**src/hw/rtl/lzbd_pkg.sv**
```systemverilog
`timescale 1ns / 1ps
// ----------------------------------------------------------------------------
// LZSS bit decompressor package
// Shared payload types, token phases, controller states and the command and
// status bundles that join the controller to the datapath.
// ----------------------------------------------------------------------------
package lzbd_pkg;

    // Most results that one accepted input request may produce.
    localparam int unsigned MAX_RESULTS = 19;
    localparam int unsigned RES_W       = $clog2(MAX_RESULTS + 1);

    // Output limit register.
    localparam int unsigned    LIMIT_W     = 32;
    localparam logic [31:0]    LIMIT_RESET = 32'hFFFF_FFFF;

    // One compressed input request.
    typedef struct packed {
        logic [7:0] in_byte;
        logic       last_byte;
    } in_item_t;

    // One decoded result request.
    typedef struct packed {
        logic [7:0] out_byte;
        logic       byte_valid;
        logic       stream_end;
        logic       last_of_run;
    } out_item_t;

    // Which token field the bit reader expects next.
    typedef enum logic [1:0] {
        PH_FLAG,
        PH_LIT,
        PH_POS,
        PH_LEN
    } phase_t;

    // Controller states.
    typedef enum logic [1:0] {
        ST_IDLE,
        ST_RUN,
        ST_COPY,
        ST_FLUSH
    } ctrl_state_t;

    // Commands from the controller to the datapath.
    typedef struct packed {
        logic load;        // latch the accepted input request
        logic new_stream;  // return stream state to its reset values
        logic append;      // append the latched byte to the bit buffer
        logic take;        // consume the current token field
        logic match_rd;    // read one history byte of a match
        logic put_lit;     // emit the literal field and store it in history
        logic put_mem;     // emit the history byte read last and store it
        logic end_stream;  // emit the end-of-stream result
        logic flush;       // release the held result as the last of the run
    } cmd_t;

    // Status from the datapath to the controller.
    typedef struct packed {
        logic   finished;
        logic   at_cap;
        logic   remain_nz;
        logic   need_ok;
        phase_t phase;
        logic   field_zero;
        logic   limit_hit;
        logic   emit_ok;
        logic   last_in;
    } sts_t;

endpackage

```
**src/hw/rtl/lzbd_ctrl.sv**
```systemverilog
`timescale 1ns / 1ps
// ----------------------------------------------------------------------------
// LZSS bit decompressor controller
// Sequences one input request: resumes work left over from the previous
// request, feeds the new byte, decodes tokens and copies matches, and finally
// releases the last result of the run.
// ----------------------------------------------------------------------------
module lzbd_ctrl (
    input  logic           clk,
    input  logic           rst_n,
    input  logic           comp_valid,
    output logic           comp_ready,
    input  lzbd_pkg::sts_t sts,
    output lzbd_pkg::cmd_t cmd
);

    lzbd_pkg::ctrl_state_t state_reg, state_next;
    logic                  fed_reg, fed_next;

    logic stop_fin;
    logic stop_cap;
    logic stop_bits;

    // State register.
    always_ff @(posedge clk or negedge rst_n)
    begin
        if (!rst_n)
        begin
            state_reg <= lzbd_pkg::ST_IDLE;
            fed_reg   <= 1'b0;
        end
        else
        begin
            state_reg <= state_next;
            fed_reg   <= fed_next;
        end
    end

    // Reasons for the decode loop to stop.
    assign stop_fin  = sts.finished;
    assign stop_cap  = !sts.finished && sts.at_cap;
    assign stop_bits = !sts.finished && !sts.at_cap && !sts.remain_nz && !sts.need_ok;

    // Next state and commands.
    always_comb
    begin
        state_next = state_reg;
        fed_next   = fed_reg;
        cmd        = '0;
        comp_ready = 1'b0;
        case (state_reg)
            lzbd_pkg::ST_IDLE:
            begin
                comp_ready = 1'b1;
                if (comp_valid)
                begin
                    cmd.load   = 1'b1;
                    fed_next   = 1'b0;
                    state_next = lzbd_pkg::ST_RUN;
                end
            end
            lzbd_pkg::ST_RUN:
            begin
                if (sts.emit_ok)
                begin
                    if (stop_fin || stop_cap || stop_bits)
                    begin
                        // The loop stopped; decide what to do with the new byte.
                        if (fed_reg || stop_cap)
                        begin
                            state_next = lzbd_pkg::ST_FLUSH;
                        end
                        else if (stop_fin)
                        begin
                            cmd.new_stream = sts.last_in;
                            state_next     = lzbd_pkg::ST_FLUSH;
                        end
                        else
                        begin
                            cmd.append = 1'b1;
                            fed_next   = 1'b1;
                        end
                    end
                    else if (sts.remain_nz)
                    begin
                        cmd.match_rd = 1'b1;
                        state_next   = lzbd_pkg::ST_COPY;
                    end
                    else
                    begin
                        cmd.take = 1'b1;
                        case (sts.phase)
                            lzbd_pkg::PH_LIT:
                            begin
                                if (sts.limit_hit)
                                begin
                                    cmd.end_stream = 1'b1;
                                end
                                else
                                begin
                                    cmd.put_lit = 1'b1;
                                end
                            end
                            lzbd_pkg::PH_POS:
                            begin
                                cmd.end_stream = sts.field_zero;
                            end
                            default:
                            begin
                            end
                        endcase
                    end
                end
            end
            lzbd_pkg::ST_COPY:
            begin
                // Emit the history byte that was just read, or end the stream at the output limit.
                if (sts.emit_ok)
                begin
                    if (sts.limit_hit)
                    begin
                        cmd.end_stream = 1'b1;
                    end
                    else
                    begin
                        cmd.put_mem = 1'b1;
                    end
                    state_next = lzbd_pkg::ST_RUN;
                end
            end
            lzbd_pkg::ST_FLUSH:
            begin
                if (sts.emit_ok)
                begin
                    cmd.flush  = 1'b1;
                    state_next = lzbd_pkg::ST_IDLE;
                end
            end
            default:
            begin
                state_next = lzbd_pkg::ST_IDLE;
            end
        endcase
    end

endmodule

```
**config.mk**
```make
export PLATFORM = sky130hd
export DESIGN_NAME = lzbd_ctrl
export DESIGN_NICKNAME = d
export VERILOG_FILES = /design/src/hw/rtl/lzbd_pkg.sv /design/src/hw/rtl/lzbd_ctrl.sv
export SDC_FILE = /design/constraint.sdc
export NUM_CORES = 1
export LEC_CHECK = 0
export ABC_AREA = 1
export BUFFER_PORTS_ARGS = -buffer_cell sky130_fd_sc_hd__buf_2
export CORE_AREA = 3 3 40 42
export CTS_BUF_LIST = sky130_fd_sc_hd__clkbuf_4
export DETAILED_ROUTE_END_ITERATION = 8
export DIE_AREA = 0 0 43 45
export PLACE_DENSITY_LB_ADDON = 0.25
export SYNTH_ARGS = -nofsm -noshare
export SYNTH_HDL_FRONTEND = slang
export SYNTH_SLANG_ARGS = --single-unit
```
**constraint.sdc**
```tcl
create_clock -name clk -period 1.4 [get_ports clk]
set_input_delay 0.28 -clock clk [delete_from_list [all_inputs] [get_ports clk]]
set_output_delay 0.28 -clock clk [all_outputs]
set_load 0.005 [all_outputs]
```
==> metrics.log, run 1 <==
INFO  metric drcViolationCount = 0
INFO  metric power-per-cell-area = around 1500 nW/um^2
INFO  metric gr-usage-all-layers = approximately 12%
INFO  metric cts-root-to-sink-buffers = 2
INFO  metric critPathLaunchType = flop
INFO  metric final-instance-count-excl-fill = between 100 and 150
INFO  metric syn-cell-area = 463 sq um
INFO  metric crit_arrival = 1.37 ns
INFO  metric maxCapViolations = 0
INFO  metric cts-buffers-inserted = 3
INFO  metric power.leakage = about 0.00043 uW
INFO  metric flop_and_latch_count_out_of_synthesis = 3
INFO  metric setup_repair_after_global_routing_missed_its_margin = yes
INFO  metric detail_route.wl_per_cell = ~9.8 um
INFO  metric worstPathMaxFanout = 4
INFO  metric p_comb_share = between 70% and 80%
INFO  metric cell_type_with_the_largest_total_area_after_synthesis = sky130_fd_sc_hd__ha_1
INFO  metric post-route-period-util = 118%
INFO  metric max-slew-margin-rel = about 87%
INFO  metric critical_path.slowest_cell = sky130_fd_sc_hd__dfrtp_1
INFO  metric endpoint_kind = primary output
INFO  metric global_route.overflow_total = 0
INFO  metric synth_fp_nets = 90
INFO  metric post_synth.cell_area_avg = about 6.6 sq um
INFO  metric die_h = 45 um
INFO  metric critical_path_class = flop to primary output
INFO  metric io_buffers = 22
INFO  metric die_width = between 40 and 50 um
INFO  metric postLayoutSetupSlackWorst = -0.246 ns
INFO  metric synth.distinct_cells = 19
INFO  metric route.vias.total = around 560
INFO  metric routability_cong = 0.819
INFO  metric p_sw_share = 43.8%
INFO  metric timing_hold_violations_final = 0
INFO  metric max_clock_freq = just over 600 MHz
INFO  metric fin_worst_skew = 0.000316 ns
INFO  metric fp.coreArea = around 1300 sq um
INFO  metric clock_latency = ~0.23 ns
INFO  metric largest_reg_flops = 2
INFO  metric final.min_clock_period = 1.65 ns
INFO  metric critPathBufInv = 3
INFO  metric drt_pre_antenna_iters = 4
INFO  metric finalNetCount = 130
INFO  metric boundaryPins = 23
INFO  metric antenna_found_initial = 0
INFO  metric netlist_top_cells_area = sky130_fd_sc_hd__ha_1 19%, sky130_fd_sc_hd__dfrtp_1 16%, sky130_fd_sc_hd__nand2_1 9.7%
INFO  metric wl_met1 = about 520 um
INFO  metric dr_wl_met3 = 58 um
INFO  metric syn_to_final_growth = 67.6%
INFO  metric largest_net_degree_at_the_start_of_global_routing = 7
INFO  metric detailed_route_vias_per_instance = approximately 4.5
INFO  metric cts_tree = yes
INFO  metric tns = -1.40 ns
INFO  metric floorplan.rows = 13
INFO  metric sequential_group_share_of_total_power = approximately 16%
INFO  metric violations_in_the_final_reports = negative setup slack
INFO  metric irDropWorstVdd = just over 0.9 mV
INFO  metric dp_hpwl = ~900 um
INFO  metric routed-wl-met2 = around 630 um
INFO  metric cts_root_buf = sky130_fd_sc_hd__clkbuf_4
INFO  metric clkTransAtPathRegs = approximately 0.04 ns
INFO  metric synth-seq-area-share = 16.2%
INFO  metric antennaDiodeCount = 0
INFO  metric setup_violations = 12
INFO  metric cell_internal_pwr = 652 uW
INFO  metric netSwitchingPower = between 500 and 600 uW
INFO  metric drtAntennaViolNets = 0
INFO  metric clock_power_share = about 14%
INFO  metric route.final.wire_length = about 1.2 mm
INFO  metric critical_path_required = between 1 and 1.5 ns
INFO  metric hp-class = input pin to asynchronous set/reset pin
INFO  metric yosysTopAreaCellShare = between 10% and 20%
INFO  metric highest_layer = met3
INFO  metric die-area = between 1500 and 2000 sq um
INFO  metric synth_warnings = 0
INFO  metric netlist_instances = 70
INFO  metric drtIter0Drc = 7
INFO  metric drive_gt1_share = a little over half
INFO  metric start_util = a little over a third
INFO  metric fillers = approximately 130
INFO  metric status = complete, but fails checks
INFO  metric timing_worst_slew_pin_value = 0.194 ns
INFO  metric h-tree-depth = 1
INFO  metric timing.final.max_slew_violations = 0
INFO  metric placedCellCount = between 100 and 150
INFO  metric crit_family = flip-flops
INFO  metric grt_pass1_wl = around 1.9 mm
INFO  metric sum_of_internal_switching_and_leakage_power = roughly 1200 uW
INFO  metric cts.sinks = 3
INFO  metric cp_cell_sequence = inv_2, ha_4, buf_4, nand3b_1, nor3_2, buf_2
INFO  metric grt_pass1_vias = between 400 and 500
INFO  metric cpPeakStageDelay = between 0.3 and 0.4 ns
layer usage:
layer	track usage, %	vias to the layer above
li1	-	301
met1	17.0	246
met2	21.0	12
met3	0	0
met4	5.42	0
met5	0	-
Yosys cell counts, drive strengths merged:
cell type and count:
nand3b 1, nand2 15, nor3 2, inv 11, clkinv 2, nor2 12, nand4 4, buf 1
dfrtp 3, o21ai 2, nand3 5, or2 2, a21oi 3, ha 7
layout make-up:
cell class / instances / area [sq um] / share of cell area (%)
clock buffers: 4 / 30.0 / 3.87
inverters: 13 / 50.0 / 6.45
multi-input cells: 53 / 383 / 49.4
flip-flops and latches: 3 / 76.3 / 9.84
well taps: 15 / 18.8 / 2.42
repair buffers: 36 / 218 / 28.1
cells in the final DEF, fill, tap and decap left out, types with 3 or more instances in the layout:
cell / n
sky130_fd_sc_hd__clkbuf_4: 4
sky130_fd_sc_hd__nand4_1: 4
sky130_fd_sc_hd__nor2_1: 9
sky130_fd_sc_hd__nand2_1: 12
sky130_fd_sc_hd__buf_2: 22
sky130_fd_sc_hd__inv_1: 9
sky130_fd_sc_hd__ha_1: 3
sky130_fd_sc_hd__buf_4: 13
sky130_fd_sc_hd__nand3_1: 3
sky130_fd_sc_hd__nand2_4: 3
timing repair:
| action | in CTS | in global routing |
|---|---|---|
| setup endpoints to repair | 12 | 12 |
| hold endpoints to repair | 3 | 0 |
| pin swaps | 4 | 2 |
| resized for setup | 7 | 1 |
| hold buffers | 1 | 0 |
| cloned | 0 | 0 |
| buffers inserted | 5 | 1 |
cell families after synthesis:
| kind of cell | Yosys count | synth area share, % |
|---|---|---|
| and+or+nand+nor | 41 | 47.3 |
| buffers and inverters | 14 | 12.2 |
| adders and majority gates | 7 | 18.9 |
| AOI/OAI and AO/OA | 5 | 5.40 |
| DFF | 3 | 16.2 |
path summary, 6_finish.rpt:
| path | from | to | slack (ns) | cells past startpoint |
|---|---|---|---|---|
| setup reg to reg | state_reg[1] | state_reg[0] | -0.09 | 9 |
| setup / recovery | state_reg[1] | cmd[4] | -0.25 | 6 |
| min in group clk | comp_valid | fed_reg | 0.37 | 4 |
| max in group asynchronous | rst_n | state_reg[0] | 0.92 | 2 |
| hold / removal | rst_n | fed_reg | 0.36 | 2 |
| hold reg to reg | fed_reg | fed_reg | 0.57 | 2 |
stage by stage:
stage / utilization, % / setup WS [ns] / area (sq um) / hold slack [ns]
floorplan: - / 0.0268 / 487 / -0.0156
global placement: 51.1 / -0.0317 / 657 / 0.0760
detailed placement: 51.1 / -0.0282 / 657 / 0.0761
CTS: 59.4 / -0.216 / 763 / 0.361
global route: 60.4 / -0.337 / 776 / 0.394
finish: 60.4 / -0.246 / 776 / 0.365
power groups by stage:
stage / clock, uW / sequential (uW) / combinational [uW]
finish: 167 / 180 / 813
global route: 176 / 189 / 912
CTS: 175 / 179 / 809
detailed placement: 0 / 181 / 711
global placement: 0 / 180 / 705
floorplan: 0 / 177 / 490
(Power assumes the default switching activity.)
==> run 2, diff against run 1 <==
clock period = 1.7 ns   (was 1.4 ns; I/O delays follow)
==> run 2 against run 1 <==
  * The run now ends clean
  * Combinational power fell by 24%
  * Flip-flop and latch count did not move
  * Clock skew rose by 0.0033 ns
  * Die area did not move
  * Power fell by 22%
  * Clock-buffer cell count did not move
  * Register-to-register slack improved by 0.35 ns
  * Sequential share of layout area rose by 0.57 points
  * Design area fell by 5.5%
  * Global-route usage rose by 0.25 points
  * Critical path depth did not move
  * Sequential power fell by 16%
  * Highest routed layer unchanged
==> metrics.log, run 2 (synthesis results as in run 1) <==
INFO  metric status = completed
INFO  metric max_clock_freq = between 500 and 600 MHz
INFO  metric drt_pre_antenna_iters = 4
INFO  metric die-area = about 1900 sq um
INFO  metric dp_worst_setup_slack = 0.110 ns
INFO  metric timing_hold_violations_final = 0
INFO  metric cts.sinks = 3
INFO  metric critical_path.slowest_cell = sky130_fd_sc_hd__dfrtp_1
INFO  metric regArea = approximately 76 sq um
INFO  metric grt_pass1_wl = approximately 1.9 mm
INFO  metric die_h = between 40 and 50 um
INFO  metric dp_hpwl = 923 um
INFO  metric fin_worst_skew = between 0.003 and 0.004 ns
INFO  metric layout_common_cells = 22 x sky130_fd_sc_hd__buf_2, 12 x sky130_fd_sc_hd__nand2_1, 9 x sky130_fd_sc_hd__inv_1, 9 x sky130_fd_sc_hd__nor2_1, 8 x sky130_fd_sc_hd__buf_4
INFO  metric power-per-cell-area = between 1000 and 1500 nW/um^2
INFO  metric setup_violations = 0
INFO  metric critPathLaunchType = flop
INFO  metric cts-buffers-inserted = 3
INFO  metric boundaryPins = 23
INFO  metric drtIter0Drc = 6
INFO  metric fillers = 134
INFO  metric drtAntennaViolNets = 0
INFO  metric crit_arrival = 1.33 ns
INFO  metric final_util = a little under three fifths
INFO  metric largest_net_degree_at_the_start_of_global_routing = 9
INFO  metric routability_cong = between 0.7 and 0.8
INFO  metric antenna_found_initial = 0
INFO  metric clock_power_share = 15.1%
INFO  metric endpoint_kind = primary output
INFO  metric postLayoutSetupSlackWorst = 0.0256 ns
INFO  metric worstPathMaxFanout = 2
INFO  metric p_comb_share = between 60 and 70%
INFO  metric route.vias.total = about 540
INFO  metric critical_path_class = flop to primary output
INFO  metric grt_pass1_vias = between 500 and 600
INFO  metric irDropWorstVdd = between 0.7 and 0.8 mV
INFO  metric h-tree-depth = 1
INFO  metric regToRegSetupSlack = around 0.26 ns
INFO  metric floorplan.rows = 13
INFO  metric reg2reg_from = state_reg[0]
INFO  metric cp_cell_sequence = inv_2, buf_4, ha_2, inv_1, a21oi_2, buf_2
INFO  metric post-route-period-util = a little over nine tenths
INFO  metric fp.coreArea = between 1000 and 1500 sq um
INFO  metric drive_gt1_share = between 40% and 50%
INFO  metric p_sw_share = a little over two fifths
INFO  metric timing_worst_slew_pin_value = slightly above 0.2 ns
INFO  metric most_common_library_cell_in_the_layout_ignoring_fill_and_taps = sky130_fd_sc_hd__buf_2
INFO  metric cts_tree = yes
INFO  metric crit_family = flip-flops
INFO  metric drcViolationCount = 0
INFO  metric multi_input_comb_area = around 370 sq um
INFO  metric finalNetCount = between 100 and 150
INFO  metric route.final.wire_length = 1.17 mm
INFO  metric cts-root-to-sink-buffers = 2
INFO  metric clock_latency = between 0.2 and 0.25 ns
INFO  metric largest_reg_flops = 2
INFO  metric io_buffers = 22
INFO  metric cell_internal_pwr = 509 uW
INFO  metric syn_to_final_growth = 58.4%
INFO  metric timing.final.max_slew_violations = 0
INFO  metric gr-usage-all-layers = roughly an eighth
INFO  metric clkTransAtPathRegs = roughly 0.04 ns
INFO  metric critPathBufInv = 4
INFO  metric detail_route.wl_per_cell = 9.71 um
INFO  metric hp-class = input pin to asynchronous set/reset pin
INFO  metric sequential_group_share_of_total_power = 16.7%
INFO  metric netSwitchingPower = 399 uW
INFO  metric setup_repair_after_global_routing_missed_its_margin = yes
INFO  metric critical_path_required = ~1.4 ns
INFO  metric reg2reg_depth = 9
INFO  metric global_route.overflow_total = 0
INFO  metric final.min_clock_period = 1.67 ns
INFO  metric die_width = 43 um
INFO  metric max-slew-margin-rel = between 80 and 90%
INFO  metric regToRegEndpoint = state_reg[0]
INFO  metric start_util = a little over a third
INFO  metric detailed_route_vias_per_instance = roughly 4.5
INFO  metric maxCapViolations = 0
INFO  metric cts_root_buf = sky130_fd_sc_hd__clkbuf_4
INFO  metric cpPeakStageDelay = around 0.35 ns
INFO  metric power.leakage = between 0.0004 and 0.0005 uW
INFO  metric antennaDiodeCount = 0
run 2: changes by cell type in the layout (fill, tap and decap cells not counted), sizes merged:
cell,delta
inv,+1
clkinv,-1
buf,-4
run 2: timing repair:
item / CTS / global route
endpoints found under the setup margin: 5 / 6
hold buffers: 1 / 0
buffers inserted: 1 / 3
endpoints found under the hold margin: 3 / 0
gates resized for setup: 7 / 6
pin swaps: 2 / 3
run 2: worst max path at each step:
stage	startpoint	end	slack [ns]	depth (start not counted)
floorplan	state_reg[1]	cmd[1]	0.18	7
global placement	sts[4]	cmd[1]	0.16	7
detailed placement	sts[4]	cmd[1]	0.11	7
CTS	state_reg[1]	cmd[1]	0.004	7
global route	state_reg[0]	cmd[1]	-0.07	5
finish	state_reg[1]	cmd[1]	0.03	6
run 2: worst reg2reg max path, stage by stage (launching register included):
cell and delay [ns]:
sky130_fd_sc_hd__dfrtp_2 0.44, sky130_fd_sc_hd__ha_4 0.19, sky130_fd_sc_hd__buf_6 0.13, sky130_fd_sc_hd__buf_4 0.13, sky130_fd_sc_hd__nand2_4 0.06, sky130_fd_sc_hd__nand2_4 0.05, sky130_fd_sc_hd__nor2_4 0.12, sky130_fd_sc_hd__nand3_2 0.08
sky130_fd_sc_hd__nand2_1 0.06, sky130_fd_sc_hd__nand2_1 0.05
run 2: per-stage QoR:
step | TNS, ns | cell area, sq um | total power (uW) | hold slack (ns) | cells
3_5_place_dp | 0 | 622 | 652 | 0.138 | 111
5_1_grt | -0.225 | 733 | 1020 | 0.429 | 120
4_1_cts | 0 | 691 | 850 | 0.422 | 117
6_report | 0 | 733 | 908 | 0.433 | 120
2_1_floorplan | 0 | 463 | 505 | 0.0444 | 70
3_3_place_gp | 0 | 622 | 647 | 0.136 | 111
run 2: layer usage:
layer	track usage, %	wire length, um	part of all wire (%)	vias up
li1	-	-	-	293
met1	14.6	496	43	228
met2	22.8	606	52	14
met3	1.59	62	5.3	0
met4	7.23	0	0	0
met5	0	0	0	-
run 2: layout make-up:
type                            count  area share (%)
Tap cell                           15            2.56
Clock buffer                        4            4.10
Inverter                           13            7.00
Sequential cell                     3            10.4
Multi-Input combinational cell     53            49.8
Timing Repair Buffer               32            26.1
run 2: power by group through the flow:
stage	clock network (uW)	logic, uW	registers, uW
floorplan	0	368	137
detailed placement	0	510	142
global route	156	706	161
CTS	147	551	152
global placement	0	506	141
finish	137	619	152
==> run 3, diff against run 2 <==
CAP_MARGIN = 20   (was default)
REMOVE_ABC_BUFFERS = 1   (was default)
==> run 3 against run 2 <==
  * Power shrank 2.2%
  * Highest routed layer unchanged
  * Critical path type unchanged
  * Clock-buffer cell count unchanged
  * Die area unchanged
  * Global-route usage shrank 0.33 points
  * Setup slack got worse by 0.051 ns
  * First-iteration DRC count unchanged
  * The run now ends with negative setup slack left
  * Clock skew is 0.0017 ns lower
==> metrics.log, run 3 (synthesis results as in run 1) <==
INFO  metric syn_to_final_growth = 56.5%
INFO  metric timing_hold_violations_final = 0
INFO  metric regToRegSetupSlack = between 0.2 and 0.3 ns
INFO  metric placed_cell_area = 622 sq um
INFO  metric clkTransAtPathRegs = 0.04 ns
INFO  metric drcViolationCount = 0
INFO  metric finalNetCount = 126
INFO  metric critPathLaunchType = flop
INFO  metric antennaDiodeCount = 0
INFO  metric global_route.overflow_total = 0
INFO  metric fin_worst_hold_slack = between 0.4 and 0.5 ns
INFO  metric power.leakage = 0.000415 uW
INFO  metric io_buffers = 22
INFO  metric grt_pass1_vias = 507
INFO  metric dp_hpwl = approximately 930 um
INFO  metric final_util = ~56%
INFO  metric cts.sinks = 3
INFO  metric die_width = roughly 43 um
INFO  metric fp.coreArea = approximately 1300 sq um
INFO  metric detailed_route_vias_per_instance = 4.51
INFO  metric postLayoutCellArea = around 720 sq um
INFO  metric cts_root_buf = sky130_fd_sc_hd__clkbuf_4
INFO  metric drive_gt1_share = 47.6%
INFO  metric clock_latency = between 0.2 and 0.25 ns
INFO  metric dp_worst_setup_slack = between 0.09 and 0.1 ns
INFO  metric max-slew-margin-rel = 85.6%
INFO  metric largest_net_degree_at_the_start_of_global_routing = 9
INFO  metric setup_repair_after_global_routing_missed_its_margin = yes
INFO  metric sum_of_internal_switching_and_leakage_power = 888 uW
INFO  metric drtAntennaViolNets = 0
INFO  metric drt_pre_antenna_iters = 2
INFO  metric violations_in_the_final_reports = negative setup slack
INFO  metric gr-usage-all-layers = between 10% and 20%
INFO  metric timing_worst_slew_pin_value = about 0.22 ns
INFO  metric cts-root-to-sink-buffers = 2
INFO  metric endpoint_kind = primary output
INFO  metric maxCapViolations = 0
INFO  metric timing.final.max_slew_violations = 0
INFO  metric status = complete, but fails checks
INFO  metric max_clock_freq = 580 MHz
INFO  metric drtIter0Drc = 6
INFO  metric power-per-cell-area = around 1200 nW/um^2
INFO  metric antenna_found_initial = 0
INFO  metric hp-class = input pin to asynchronous set/reset pin
INFO  metric fillers = roughly 130
INFO  metric most_common_library_cell_in_the_layout_ignoring_fill_and_taps = sky130_fd_sc_hd__buf_2
INFO  metric floorplan.rows = 13
INFO  metric largest_reg_flops = 2
INFO  metric final.min_clock_period = roughly 1.7 ns
INFO  metric reg2reg_depth = 9
INFO  metric layout_common_cells = 22 x sky130_fd_sc_hd__buf_2, 12 x sky130_fd_sc_hd__nand2_1, 9 x sky130_fd_sc_hd__inv_1, 9 x sky130_fd_sc_hd__nor2_1, 8 x sky130_fd_sc_hd__buf_4
INFO  metric postLayoutSetupSlackWorst = -0.0255 ns
INFO  metric crit_arrival = about 1.4 ns
INFO  metric start_util = a little over a third
INFO  metric post-route-period-util = 102%
INFO  metric setup_violations = 1
INFO  metric detail_route.wl_per_cell = just over 10 um
INFO  metric cts_tree = yes
INFO  metric grt_pass1_wl = around 1.9 mm
INFO  metric critical_path_required = ~1.4 ns
INFO  metric routability_cong = roughly 0.79
INFO  metric irDropWorstVdd = ~0.84 mV
INFO  metric route.vias.total = roughly 540
INFO  metric die_h = roughly 45 um
INFO  metric fin_worst_skew = 0.00192 ns
INFO  metric route.final.wire_length = between 1 and 1.5 mm
INFO  metric die-area = 1940 sq um
INFO  metric boundaryPins = 23
INFO  metric critical_path_class = flop to primary output
INFO  metric worstPathMaxFanout = 8
INFO  metric h-tree-depth = 1
INFO  metric cts-buffers-inserted = 3
## run 3: cell types whose count changed in the layout (fill, tap and decap cells not counted), sizes merged
cell,change
clkinv,+1
inv,-1
## run 3: cell type report
cell class	instances	area, sq um	share of cell area [%]
well taps	15	18.8	2.59
repair buffers	32	191	26.4
inverters	13	50.0	6.91
flip-flops and latches	3	76.3	10.5
multi-input cells	53	358	49.4
clock buffers	4	30.0	4.15
## run 3: where the power goes
part	leakage, uW	total [uW]	internal (uW)	switching (uW)
combinational	0.000362	597	282	315
sequential	0.0000350	152	112	39.7
clock	0.0000184	139	104	35.6
## run 3: critical path, cell delays in order, from the launching register on
cell and delay [ns]:
sky130_fd_sc_hd__dfrtp_1 0.38, sky130_fd_sc_hd__inv_2 0.09, sky130_fd_sc_hd__ha_4 0.14, sky130_fd_sc_hd__buf_6 0.12
sky130_fd_sc_hd__nand3b_1 0.13, sky130_fd_sc_hd__nor3_2 0.17, sky130_fd_sc_hd__buf_2 0.13
## run 3: layer usage
| metal | global-route usage, % | up-vias | wire, um |
|---|---|---|---|
| li1 | - | 289 | - |
| met1 | 14.8 | 239 | 507 |
| met5 | 0 | - | 0 |
| met2 | 22.5 | 13 | 653 |
| met3 | 0 | 0 | 51 |
| met4 | 7.23 | 0 | 0 |
## run 3: timing repair
item	4_1_cts	5_1_grt
hold buffers	1	0
pin swaps	1	6
gates resized for setup	9	1
endpoints found under the hold margin	3	0
endpoints found under the setup margin	4	5
buffers inserted	0	4
## run 3: path summary, 6_finish.rpt
path | from | to
min in group clk | comp_valid | fed_reg
worst min register to register | state_reg[0] | state_reg[0]
worst max register to register | state_reg[0] | state_reg[0]
worst max-delay path | state_reg[1] | cmd[4]
max in group asynchronous | rst_n | state_reg[0]
worst min-delay path | rst_n | state_reg[1]
## run 3: through the flow
step	TNS [ns]	instances
5_1_grt	-0.249	120
2_1_floorplan	0	69
4_1_cts	0	116
3_3_place_gp	0	111
3_5_place_dp	0	111
6_report	-0.0255	120
